===== src/rtl/vbacs_pkg.sv =====
// Shared types, constants and helpers for the Viterbi branch-metric / ACS block.
// No dependencies; imported by every module under rtl/.
package vbacs_pkg;

    localparam int MAX_STATES   = 64;
    localparam int MAX_BRANCHES = 256;
    localparam int MAX_ELEMENTS = 8;
    localparam int REF_ROWS     = 512;
    localparam int SAMPLE_BITS  = 16;

    localparam int STATE_W  = 6;    // state index
    localparam int ROW_W    = 9;    // reference row
    localparam int ELEM_W   = 3;    // element index
    localparam int BIDX_W   = 8;    // branch memory index
    localparam int BCNT_W   = 9;    // branch count / trellis branch counter
    localparam int SCNT_W   = 7;    // state count (up to 64)
    localparam int METRIC_W = 48;
    localparam int BM_W     = 36;
    localparam int SQ_W     = 33;   // one squared difference
    localparam int ACC_W    = 37;   // sum over up to 8 elements, re and im
    localparam int REF_AW   = ROW_W + ELEM_W;

    localparam int IN_DATA_W  = 120;
    localparam int OUT_DATA_W = 64;
    localparam int CFG_AW     = 3;
    localparam int CFG_DW     = 16;

    typedef enum logic [1:0] {
        CMD_LOAD_REF   = 2'd0,
        CMD_SET_METRIC = 2'd1,
        CMD_RX         = 2'd2,
        CMD_NOP        = 2'd3
    } cmd_code_t;

    typedef enum logic [2:0] {
        REG_ALPHABET = 3'd0,
        REG_MEMLEN   = 3'd1,
        REG_GROUPS   = 3'd2,
        REG_BRANCHES = 3'd3,
        REG_ELEMENTS = 3'd4,
        REG_BLOCKSYM = 3'd5,
        REG_COMPLEX  = 3'd6,
        REG_UNUSED   = 3'd7
    } reg_index_t;

    typedef enum logic [3:0] {
        ST_IDLE,
        ST_SETUP,
        ST_BASE,
        ST_BM_RD,
        ST_BM_SQ,
        ST_BM_ACC,
        ST_ACS_RD,
        ST_ACS_CMP,
        ST_ACS_OUT,
        ST_CP_RD,
        ST_CP_WR
    } ctrl_state_t;

    typedef struct packed {
        logic                setup;      // derive reference row shift
        logic                base;       // shift times branch count
        logic                bm_rd;      // read reference entry
        logic                bm_sq;      // square differences
        logic                bm_acc;     // accumulate
        logic                bm_first;   // first element of a branch
        logic                bm_wr;      // last element: store branch metric
        logic                acs_rd;     // read path and branch metric
        logic                acs_cmp;    // add, compare, select
        logic                acs_first;  // first candidate
        logic                acs_out;    // emit result, park new metric
        logic                cp_rd;      // read parked metric
        logic                cp_wr;      // write back path metric
        logic                last;       // final state of the run
        logic [BCNT_W-1:0]   b;
        logic [ELEM_W-1:0]   e;
        logic [STATE_W-1:0]  pv;
        logic [BCNT_W-1:0]   br;
        logic [STATE_W-1:0]  s;
    } ctrl_cmd_t;

    typedef struct packed {
        logic                trigger;    // last element of an interval accepted
        logic                out_free;
        logic [ELEM_W-1:0]   ne_m1;
        logic [BCNT_W-1:0]   nb;
        logic [3:0]          m;
        logic [SCNT_W-1:0]   states;
    } dp_status_t;

    // largest group count that keeps states within MAX_STATES
    function automatic logic [5:0] max_groups(input logic [3:0] m);
        logic [5:0] g;
        unique case (m)
            4'd2:    g = 6'd32;
            4'd3:    g = 6'd21;
            4'd4:    g = 6'd16;
            4'd5:    g = 6'd12;
            4'd6:    g = 6'd10;
            4'd7:    g = 6'd9;
            default: g = 6'd8;
        endcase
        return g;
    endfunction

endpackage


===== src/rtl/vbacs_ctrl.sv =====
// Sequencer for the branch-metric and add-compare-select passes.
// Depends on vbacs_pkg; drives vbacs_datapath through ctrl_cmd_t.
module vbacs_ctrl
    import vbacs_pkg::*;
(
    input  logic       clk,
    input  logic       rst_n,
    input  dp_status_t status,
    output ctrl_cmd_t  cmd,
    output logic       idle
);

    ctrl_state_t state_reg, state_next;
    logic [BCNT_W-1:0]  b_reg, b_next;
    logic [ELEM_W-1:0]  e_reg, e_next;
    logic [2:0]         p_reg, p_next;
    logic [SCNT_W-1:0]  pv_reg, pv_next;
    logic [BCNT_W-1:0]  br_reg, br_next;
    logic [STATE_W-1:0] s_reg, s_next;
    logic               s_last;

    assign s_last = ({1'b0, s_reg} == status.states - SCNT_W'(1));

    always_ff @(posedge clk or negedge rst_n)
    begin
        if (!rst_n)
        begin
            state_reg <= ST_IDLE;
            b_reg     <= '0;
            e_reg     <= '0;
            p_reg     <= '0;
            pv_reg    <= '0;
            br_reg    <= '0;
            s_reg     <= '0;
        end
        else
        begin
            state_reg <= state_next;
            b_reg     <= b_next;
            e_reg     <= e_next;
            p_reg     <= p_next;
            pv_reg    <= pv_next;
            br_reg    <= br_next;
            s_reg     <= s_next;
        end
    end

    always_comb
    begin
        state_next = state_reg;
        b_next     = b_reg;
        e_next     = e_reg;
        p_next     = p_reg;
        pv_next    = pv_reg;
        br_next    = br_reg;
        s_next     = s_reg;
        cmd        = '0;
        cmd.b      = b_reg;
        cmd.e      = e_reg;
        cmd.pv     = pv_reg[STATE_W-1:0];
        cmd.br     = br_reg;
        cmd.s      = s_reg;
        cmd.last   = s_last;
        cmd.bm_first  = (e_reg == '0);
        cmd.bm_wr     = 1'b0;
        cmd.acs_first = (p_reg == '0);
        idle       = 1'b0;

        unique case (state_reg)
            ST_IDLE:
            begin
                idle = 1'b1;
                if (status.trigger)
                begin
                    b_next     = '0;
                    e_next     = '0;
                    state_next = ST_SETUP;
                end
            end
            ST_SETUP:
            begin
                cmd.setup  = 1'b1;
                state_next = ST_BASE;
            end
            ST_BASE:
            begin
                cmd.base   = 1'b1;
                state_next = ST_BM_RD;
            end
            ST_BM_RD:
            begin
                cmd.bm_rd  = 1'b1;
                state_next = ST_BM_SQ;
            end
            ST_BM_SQ:
            begin
                cmd.bm_sq  = 1'b1;
                state_next = ST_BM_ACC;
            end
            ST_BM_ACC:
            begin
                cmd.bm_acc = 1'b1;
                if (e_reg == status.ne_m1)
                begin
                    cmd.bm_wr = 1'b1;
                    e_next    = '0;
                    if (b_reg == status.nb - BCNT_W'(1))
                    begin
                        p_next     = '0;
                        pv_next    = '0;
                        br_next    = '0;
                        s_next     = '0;
                        state_next = ST_ACS_RD;
                    end
                    else
                    begin
                        b_next     = b_reg + BCNT_W'(1);
                        state_next = ST_BM_RD;
                    end
                end
                else
                begin
                    e_next     = e_reg + ELEM_W'(1);
                    state_next = ST_BM_RD;
                end
            end
            ST_ACS_RD:
            begin
                cmd.acs_rd = 1'b1;
                state_next = ST_ACS_CMP;
            end
            ST_ACS_CMP:
            begin
                cmd.acs_cmp = 1'b1;
                p_next  = p_reg + 3'd1;
                pv_next = pv_reg + SCNT_W'(1);
                br_next = br_reg + BCNT_W'(1);
                if ({1'b0, p_reg} == status.m - 4'd1)
                    state_next = ST_ACS_OUT;
                else
                    state_next = ST_ACS_RD;
            end
            ST_ACS_OUT:
            begin
                if (status.out_free)
                begin
                    cmd.acs_out = 1'b1;
                    p_next      = '0;
                    if (s_last)
                    begin
                        s_next     = '0;
                        state_next = ST_CP_RD;
                    end
                    else
                    begin
                        s_next = s_reg + STATE_W'(1);
                        // next alphabet group starts over at predecessor 0
                        if (pv_reg == status.states)
                            pv_next = '0;
                        state_next = ST_ACS_RD;
                    end
                end
            end
            ST_CP_RD:
            begin
                cmd.cp_rd  = 1'b1;
                state_next = ST_CP_WR;
            end
            ST_CP_WR:
            begin
                cmd.cp_wr = 1'b1;
                if (s_last)
                    state_next = ST_IDLE;
                else
                begin
                    s_next     = s_reg + STATE_W'(1);
                    state_next = ST_CP_RD;
                end
            end
            default:
                state_next = ST_IDLE;
        endcase
    end

endmodule


===== config.mk =====
export PLATFORM = sky130hd
export DESIGN_NAME = vbacs_ctrl
export DESIGN_NICKNAME = d
export VERILOG_FILES = /design/src/rtl/vbacs_pkg.sv /design/src/rtl/vbacs_ctrl.sv
export SDC_FILE = /design/constraint.sdc
export NUM_CORES = 1
export LEC_CHECK = 0
export BUFFER_PORTS_ARGS = -buffer_cell sky130_fd_sc_hd__clkbuf_2
export CORE_MARGIN = 1.5
export CORE_UTILIZATION = 30
export DETAILED_ROUTE_END_ITERATION = 8
export MAX_ROUTING_LAYER = met4
export PLACE_DENSITY = 0.55
export SYNTH_ARGS = -nofsm -noshare
export SYNTH_HDL_FRONTEND = slang
export SYNTH_SLANG_ARGS = --single-unit

===== constraint.sdc =====
create_clock -name clk -period 2.4 [get_ports clk]
set_input_delay 0.36 -clock clk [delete_from_list [all_inputs] [get_ports clk]]
set_output_delay 0.36 -clock clk [all_outputs]
set_load 0.05 [all_outputs]

Word-level counts from Yosys, hierarchy flattened
Cells that the tools add are included.
Word-level totals
  register bits after elaboration: 41
  bits of input ports: 27
  output and inout port bits: 48
  logic and storage cells: 101
Cells by class
  add/subtract/negate cells: 9
  eq/ne operators: 23
  mux-type cells: 48
  reduce and logical (&&, ||, !) cells: 14
Operators with widths (number)
  9-bit 2-to-1 mux: 5
  4-bit case mux with 11 select lines: 1
  9-bit case mux with 2 select lines: 2
  7-bit 2-to-1 mux: 5
  6-bit 2-to-1 mux: 5
  4-bit 2-to-1 mux: 6
  7-bit case mux with 3 select lines: 1
  9-bit by 1-bit adder with 9-bit output (second input constant): 2
  3-bit 2-to-1 mux: 6
  6-bit case mux with 3 select lines: 1
  4-bit by 3-bit equality test with 1-bit output (second input constant): 4
  2-bit != test (second input constant): 8
  1-bit 2-to-1 mux: 14
  4-bit equality test (second input constant): 3
  9-bit equality test: 1
  3-bit case mux with 3 select lines: 1
  9-bit by 1-bit subtractor with 9-bit output (second input constant): 1
  4-bit by 2-bit equality test with 1-bit output (second input constant): 2
  4-bit AND reduction: 2
  7-bit by 1-bit adder with 7-bit output (second input constant): 1
  6-bit by 7-bit equality test with 1-bit output: 1
  7-bit equality test: 1
  7-bit by 1-bit subtractor with 7-bit output (second input constant): 1
  3-bit by 1-bit adder with 3-bit output (second input constant): 2
  other kinds (14): 18

Depth between registers and ports, before layout
Gate-level depths: netlist (run 1).
  depth in word-level cells: 5
  depth in mapped cells: 11
  depth with buffers taken out: 9

Least setup slack after synthesis (run 1)
OpenSTA, ideal clock, no wires.
  kind: register to register
  start: reg state_reg[1]
  end: reg b_reg[5]
  setup time: 0.078 ns
  data arrival time: 3.684 ns
  data required time: 2.322 ns
  path slack: -1.362 ns
  cell stages (with the launch flop): 9
  buffers on the path: 2
  clock period less this slack: 3.762 ns
  path through: dfrtp_1 > buf_2 > nor4_1 > and2_1 > clkbuf_1 > o21ai_0 > a31o_2 > or4_1 > a21oi_1
On the way
  word-level cells in the longest chain between the ends: 3
  elaborated cells between the ends (all ways): 8
  those cells by class: eq/ne (4); mux (1); reduce/logical (3)
Ends and longest elaborated chain
  start: declaration: RTL line vbacs_ctrl.sv:13  | ctrl_state_t state_reg, state_next;
  start signal: assignment: RTL line vbacs_ctrl.sv:38  | state_reg <= state_next;
  4-bit by 3-bit equality test with 1-bit output or 4-bit logical NOT (tied branches): RTL line vbacs_ctrl.sv:69  | unique case (state_reg)
  2-bit != test (no source line) or 2-bit nonzero test (tied branches)
  4-bit AND reduction (no source line)
  end signal: assignment: RTL line vbacs_ctrl.sv:39  | b_reg <= b_next;
  end: declaration: RTL line vbacs_ctrl.sv:14  | logic [BCNT_W-1:0] b_reg, b_next;
Parallel ways exist; a longest one is shown, timed or not.
A chain may end at the register's enable or synchronous reset.

Worst setup path in the final report (run 1)
  start: in status[12] (netlist bit)
  end: reg b_reg[5]
On the way
  word-level cells in the longest chain between the ends: 4
Ends and longest elaborated chain
  start: declaration: RTL line vbacs_ctrl.sv:8  | input dp_status_t status,
  9-bit by 1-bit subtractor with 9-bit output: RTL line vbacs_ctrl.sv:107  | if (b_reg == status.nb - BCNT_W'(1))
  9-bit equality test: RTL line vbacs_ctrl.sv:107
  2-bit != test (no source line)
  4-bit AND reduction (no source line)
No other way between the ends.

==> results.cfg, run 1 <==
[cells_and_area]
postLayoutCoreUtil = 0.431
design_area_sq_mm = 0.00422
syn_to_final_growth_pct = 38.9
drive_gt1_frac = 0.360
n_antenna_cell = 0
nets = 517

[sta]
setup_viol = 0
max_freq_mhz = 419
layout_setup_ws_ns = 0.0144
rsz0062_at_grt = true
fin_skew_ns = 0.00745
relSlewSlack = 0.714
final_max_slew_viol_count = 0
worst_pin_slew_ns = 0.426
finalHoldViolCount = 0
period_needed_ns = 2.39
period_share = 0.994

[global_routing]
grt_pass1_wl_um = 14400
track_usage = 0.166
grt_max_degree = 42
antenna_found_initial = 0
grt_pass1_vias = 3070
overflow = 0

[flow_run]
drv_cap = 0

[detailed_routing]
wire_per_inst_um = 14.1
drc = 0
vias = 3112
drt-initial-drc-count = 80
vias_per_cell = 5.08
routed_wl_um = 8610
antenna_left = 0
dr.pass1.iters = 6

[die]
fp.dieArea_sq_mm = 0.0107
rows = 36
core_area_sq_mm = 0.00977
die_h_um = 104
die_w_um = 104
io_pins = 75
initial_core_util = 0.311

[synthesis]
yosys.cell_types.count = 50
avgSynthCellArea_sq_um = 8.36
synth_top_area_share = 0.338
yosys_warnings = 0
synth_ff_type = dfrtp_1
ys_seq_elements = 41
synth_top_area_cell = dfrtp_1
synthTopCellsByCount = 41 x dfrtp_1, 28 x a21oi_1, 27 x nand2_1
async_flop_share = 1.00
synth_most_common_cell = dfrtp_1
synthesis.area_sq_mm = 0.00304
seq_area_frac_synth = 0.338
synth_edf_count = 0
syn_inst = 363
synth_fp_nets = 401
synth.top_cells.by_area = dfrtp_1 34%, xnor2_1 5.8%, a21oi_1 4.6%, ha_1 4.5%, nand3_1 4.0%

[critical_path]
critPathMaxFanout = 6
critPathSlowestCell = or4_4
crit_path_max_incr_delay_ns = 0.56
critPathLaunchType = primary input
cp.required_ns = 2.61
crit_type = in2reg
r2r_slack_ns = 0.07
critPathCaptureType = register
cp.arrival_ns = 2.60
path_cells = buf_6 -> or4_4 -> o221a_1 -> a311oi_2 -> a22oi_2 -> a31o_4 -> or4_1 -> a21oi_1

[clocking]
clk_pin_slew_ns = 0.08
clk_latency_ns = 0.29
numCtsBuffers = 5
cts_max_path_buffers = 2
root_buffer = clkbuf_8
cts_tree = yes
cts_hold_buf = 0
htreeDepth = 2
cts_sinks = 41

[place]
gp_congestion = 0.821
pre_cts_slack_ns = -0.358
placed_area_sq_mm = 0.00388
place_hpwl_um = 6540
port_buffers = 74

[run_status]
status = complete, no violations

[min_path]
hold_class = in2async

[power]
power_density_mw_per_mm2 = 953
ir_drop_v = 0.000843
total_power_w = 0.00402
p_leak_nw = 1.94
## what timing repair did
action	in CTS	in global routing
setup endpoints to repair	6	22
pin swaps	3	21
gates resized for setup	7	30
gates cloned	0	1
buffers inserted	1	3
## through the flow
step	cells	hold slack (ns)	TNS, ns
2_1_floorplan	363	0.0644	-0.194
3_3_place_gp	600	0.363	-6.87
3_5_place_dp	600	0.363	-7.84
4_1_cts	609	0.0409	-0.00945
5_1_grt	613	0.0455	-0.180
6_report	613	0.0374	0
## worst max-delay path, delay by kind of cell
family,cells,cell delay [ns]
compound gates,5,1.09
buf+inv,1,0.09
simple gates,2,1.05
## layout by cell type (no fill, tap or decap), drive strengths merged, types with 11 or more instances in the layout
master	Yosys	layout
xor2	12	12
nor2	23	23
dfrtp	41	41
o21ai	18	18
nand2	27	27
nor3	16	16
buf	10	53
a21oi	28	28
inv	19	19
xnor2	20	20
ha	11	11
clkbuf	6	78
nand3	24	24
## cell type report
| type | instances | area (sq um) |
|---|---|---|
| Inverter | 21 | 80.1 |
| Clock buffer | 7 | 86.3 |
| Multi-Input combinational cell | 286 | 2050 |
| Clock inverter | 1 | 30.0 |
| Sequential cell | 41 | 1030 |
| Fill cell | 994 | 5560 |
| Tap cell | 133 | 166 |
| Timing Repair Buffer | 124 | 777 |
## logic make-up after synthesis
family | Yosys count | synth area share
mux | 3 | 0.0107
fa+ha+maj | 11 | 0.0453
compound gates | 87 | 0.195
flops | 41 | 0.338
xor+xnor | 32 | 0.0923
simple gates | 152 | 0.263
buf+inv | 37 | 0.0556
## path summary, 6_finish.rpt
kind                       startpoint            to  cells after the start
setup / recovery           status[12]      b_reg[5]                      8
setup reg to reg             b_reg[6]     br_reg[8]                      8
min in group clk           status[23]  state_reg[3]                      3
hold reg to reg             br_reg[1]     br_reg[1]                      1
max in group asynchronous       rst_n      b_reg[5]                      2
hold / removal                  rst_n      s_reg[0]                      2
## layer usage
metal	GRT usage	part of all wire
met1	0.208	0.46
met2	0.280	0.49
met3	0.0245	0.037
met4	0.0427	0.010
met5	-	0
## power breakdown
part | total, W | switching (W) | internal [W]
Clock | 0.000581 | 0.000242 | 0.000339
Sequential | 0.00114 | 0.000263 | 0.000874
Combinational | 0.00230 | 0.00155 | 0.000751
Power figures use the tool's default switching activity.
==> run 2, diff against run 1 <==
--- a/config.mk
+++ b/config.mk
@@ -10,7 +10,7 @@
 export CORE_UTILIZATION = 30
 export DETAILED_ROUTE_END_ITERATION = 8
 export MAX_ROUTING_LAYER = met4
-export PLACE_DENSITY = 0.55
+export PLACE_DENSITY = 0.6
 export SYNTH_ARGS = -nofsm -noshare
 export SYNTH_HDL_FRONTEND = slang
 export SYNTH_SLANG_ARGS = --single-unit
==> results.cfg, run 2 (same netlist as run 1, synthesis figures left out) <==
[cells_and_area]
syn_to_final_growth_pct = 42.0
n_antenna_cell = 0
final_cell_mix = 68 x clkbuf_2, 56 x buf_4, 38 x dfrtp_1
design_area_sq_mm = 0.00431
layout_commonest_cell = clkbuf_2
final_cells = 621
drive_gt1_frac = 0.391
nets = 526

[sta]
max_freq_mhz = 420
worst_pin_slew_ns = 0.737
period_needed_ns = 2.38
relSlewSlack = 0.509
period_share = 0.991
setup_viol = 0
tns_ns = 0
fin_skew_ns = 0.00632
finalHoldViolCount = 0
final_max_slew_viol_count = 0
rsz0062_at_grt = true

[global_routing]
grt_max_degree = 28
grt_pass1_vias = 3115
track_usage = 0.167
antenna_found_initial = 0
grtUsageMet2 = 0.284
grt_pass1_wl_um = 14500
grt.met1_usage = 0.207
overflow = 0
grt_most_used_layer = met2
use_met3 = 0.0271

[detailed_routing]
drt-initial-drc-count = 146
wire_per_inst_um = 14.1
antenna_left = 0
vias = 3154
drc = 0
routed_wl_um = 8760
dr.pass1.iters = 5
vias_per_cell = 5.08

[die]
core_area_sq_mm = 0.00977
io_pins = 75
initial_core_util = 0.311
die_w_um = 104
rows = 36
die_h_um = 104
fp.dieArea_sq_mm = 0.0107

[clocking]
numCtsBuffers = 5
cts_tree = yes
cts_hold_buf = 0
clk_pin_slew_ns = 0.08
htreeDepth = 2
root_buffer = clkbuf_8
cts_max_path_buffers = 2
cts_sinks = 41
clk_latency_ns = 0.29

[critical_path]
critPathSlowestCell = or4_4
path_cells = clkbuf_2 -> or4_4 -> o221a_1 -> a311oi_2 -> a22oi_2 -> a31o_4 -> buf_6 -> buf_4 -> o31ai_2 -> a21oi_1
startpoint = status[13]
cp_num_buf_inv = 3
critPathMaxFanout = 6
cp.required_ns = 2.58
critPathCaptureType = register
cp.arrival_ns = 2.56
r2r_cells = 9
critical_path.top_delay_family = compound AO/OA/AOI/OAI gates
r2r-start = b_reg[5]
crit_path_max_incr_delay_ns = 0.55
critPathLaunchType = primary input
crit_type = in2reg
cp_num_cells = 10

[power]
p_sw_w = 0.00207
power.internal_w = 0.00190
seq_power_share = 0.282
switching_share = 0.521
pwr-share-clk = 0.117
power_density_mw_per_mm2 = 923
ir_drop_v = 0.000712
p_leak_nw = 1.98
pwr-share-comb = 0.600
total_power_w = 0.00398

[run_status]
status = complete, no violations

[place]
placed_area_sq_mm = 0.00390
dp_cells = 604
place_hpwl_um = 6530
port_buffers = 74
gp_congestion = 0.809

[flow_run]
drv_cap = 0

[min_path]
hold_class = in2async
==> run 2: per-stage QoR <==
step / hold slack (ns) / utilization / worst slack (ns)
2_1_floorplan: 0.0644 / - / -0.101
3_3_place_gp: 0.452 / 0.399 / -0.299
3_5_place_dp: 0.457 / 0.399 / -0.408
4_1_cts: 0.137 / 0.419 / -0.0455
5_1_grt: 0.166 / 0.441 / -0.0412
6_report: 0.119 / 0.441 / 0.0218
==> run 2: path summary, 6_finish.rpt <==
check	endpoint	slack (ns)
min in group clk	state_reg[3]	0.42
hold / removal	s_reg[0]	0.12
setup reg to reg	s_reg[2]	0.06
setup / recovery	b_reg[5]	0.02
max in group asynchronous	b_reg[5]	1.59
hold reg to reg	br_reg[1]	0.55
==> run 2: power by group through the flow <==
| stage | sequential [W] | combinational (W) | clock (W) |
|---|---|---|---|
| floorplan | 0.00137 | 0.00141 | 0 |
| global placement | 0.00113 | 0.00222 | 0 |
| detailed placement | 0.00114 | 0.00225 | 0 |
| CTS | 0.00112 | 0.00230 | 0.000480 |
| global route | 0.00117 | 0.00257 | 0.000513 |
| finish | 0.00112 | 0.00239 | 0.000467 |
==> run 2: layer usage <==
layer | vias to the layer above | wire length [um] | part of all wire
met4 | 0 | 104 | 0.012
met3 | 9 | 401 | 0.046
li1 | 1554 | - | -
met5 | - | 0 | 0
met1 | 1508 | 3990 | 0.46
met2 | 83 | 4260 | 0.49
==> run 2: layout make-up <==
type                    count  area [sq um]
repair buffers            134           866
inverters                  21          82.6
flip-flops and latches     41          1030
clock buffers               6          82.6
fillers                  1012          5460
multi-input cells         285          2080
well taps                 133           166
clock inverters             1          7.51
==> run 2: repair_timing <==
action,in CTS,in global routing
endpoints found under the hold margin,0,0
pin swaps,13,14
gates resized for setup,17,45
endpoints found under the setup margin,13,30
gates cloned,0,1
buffers inserted,4,5
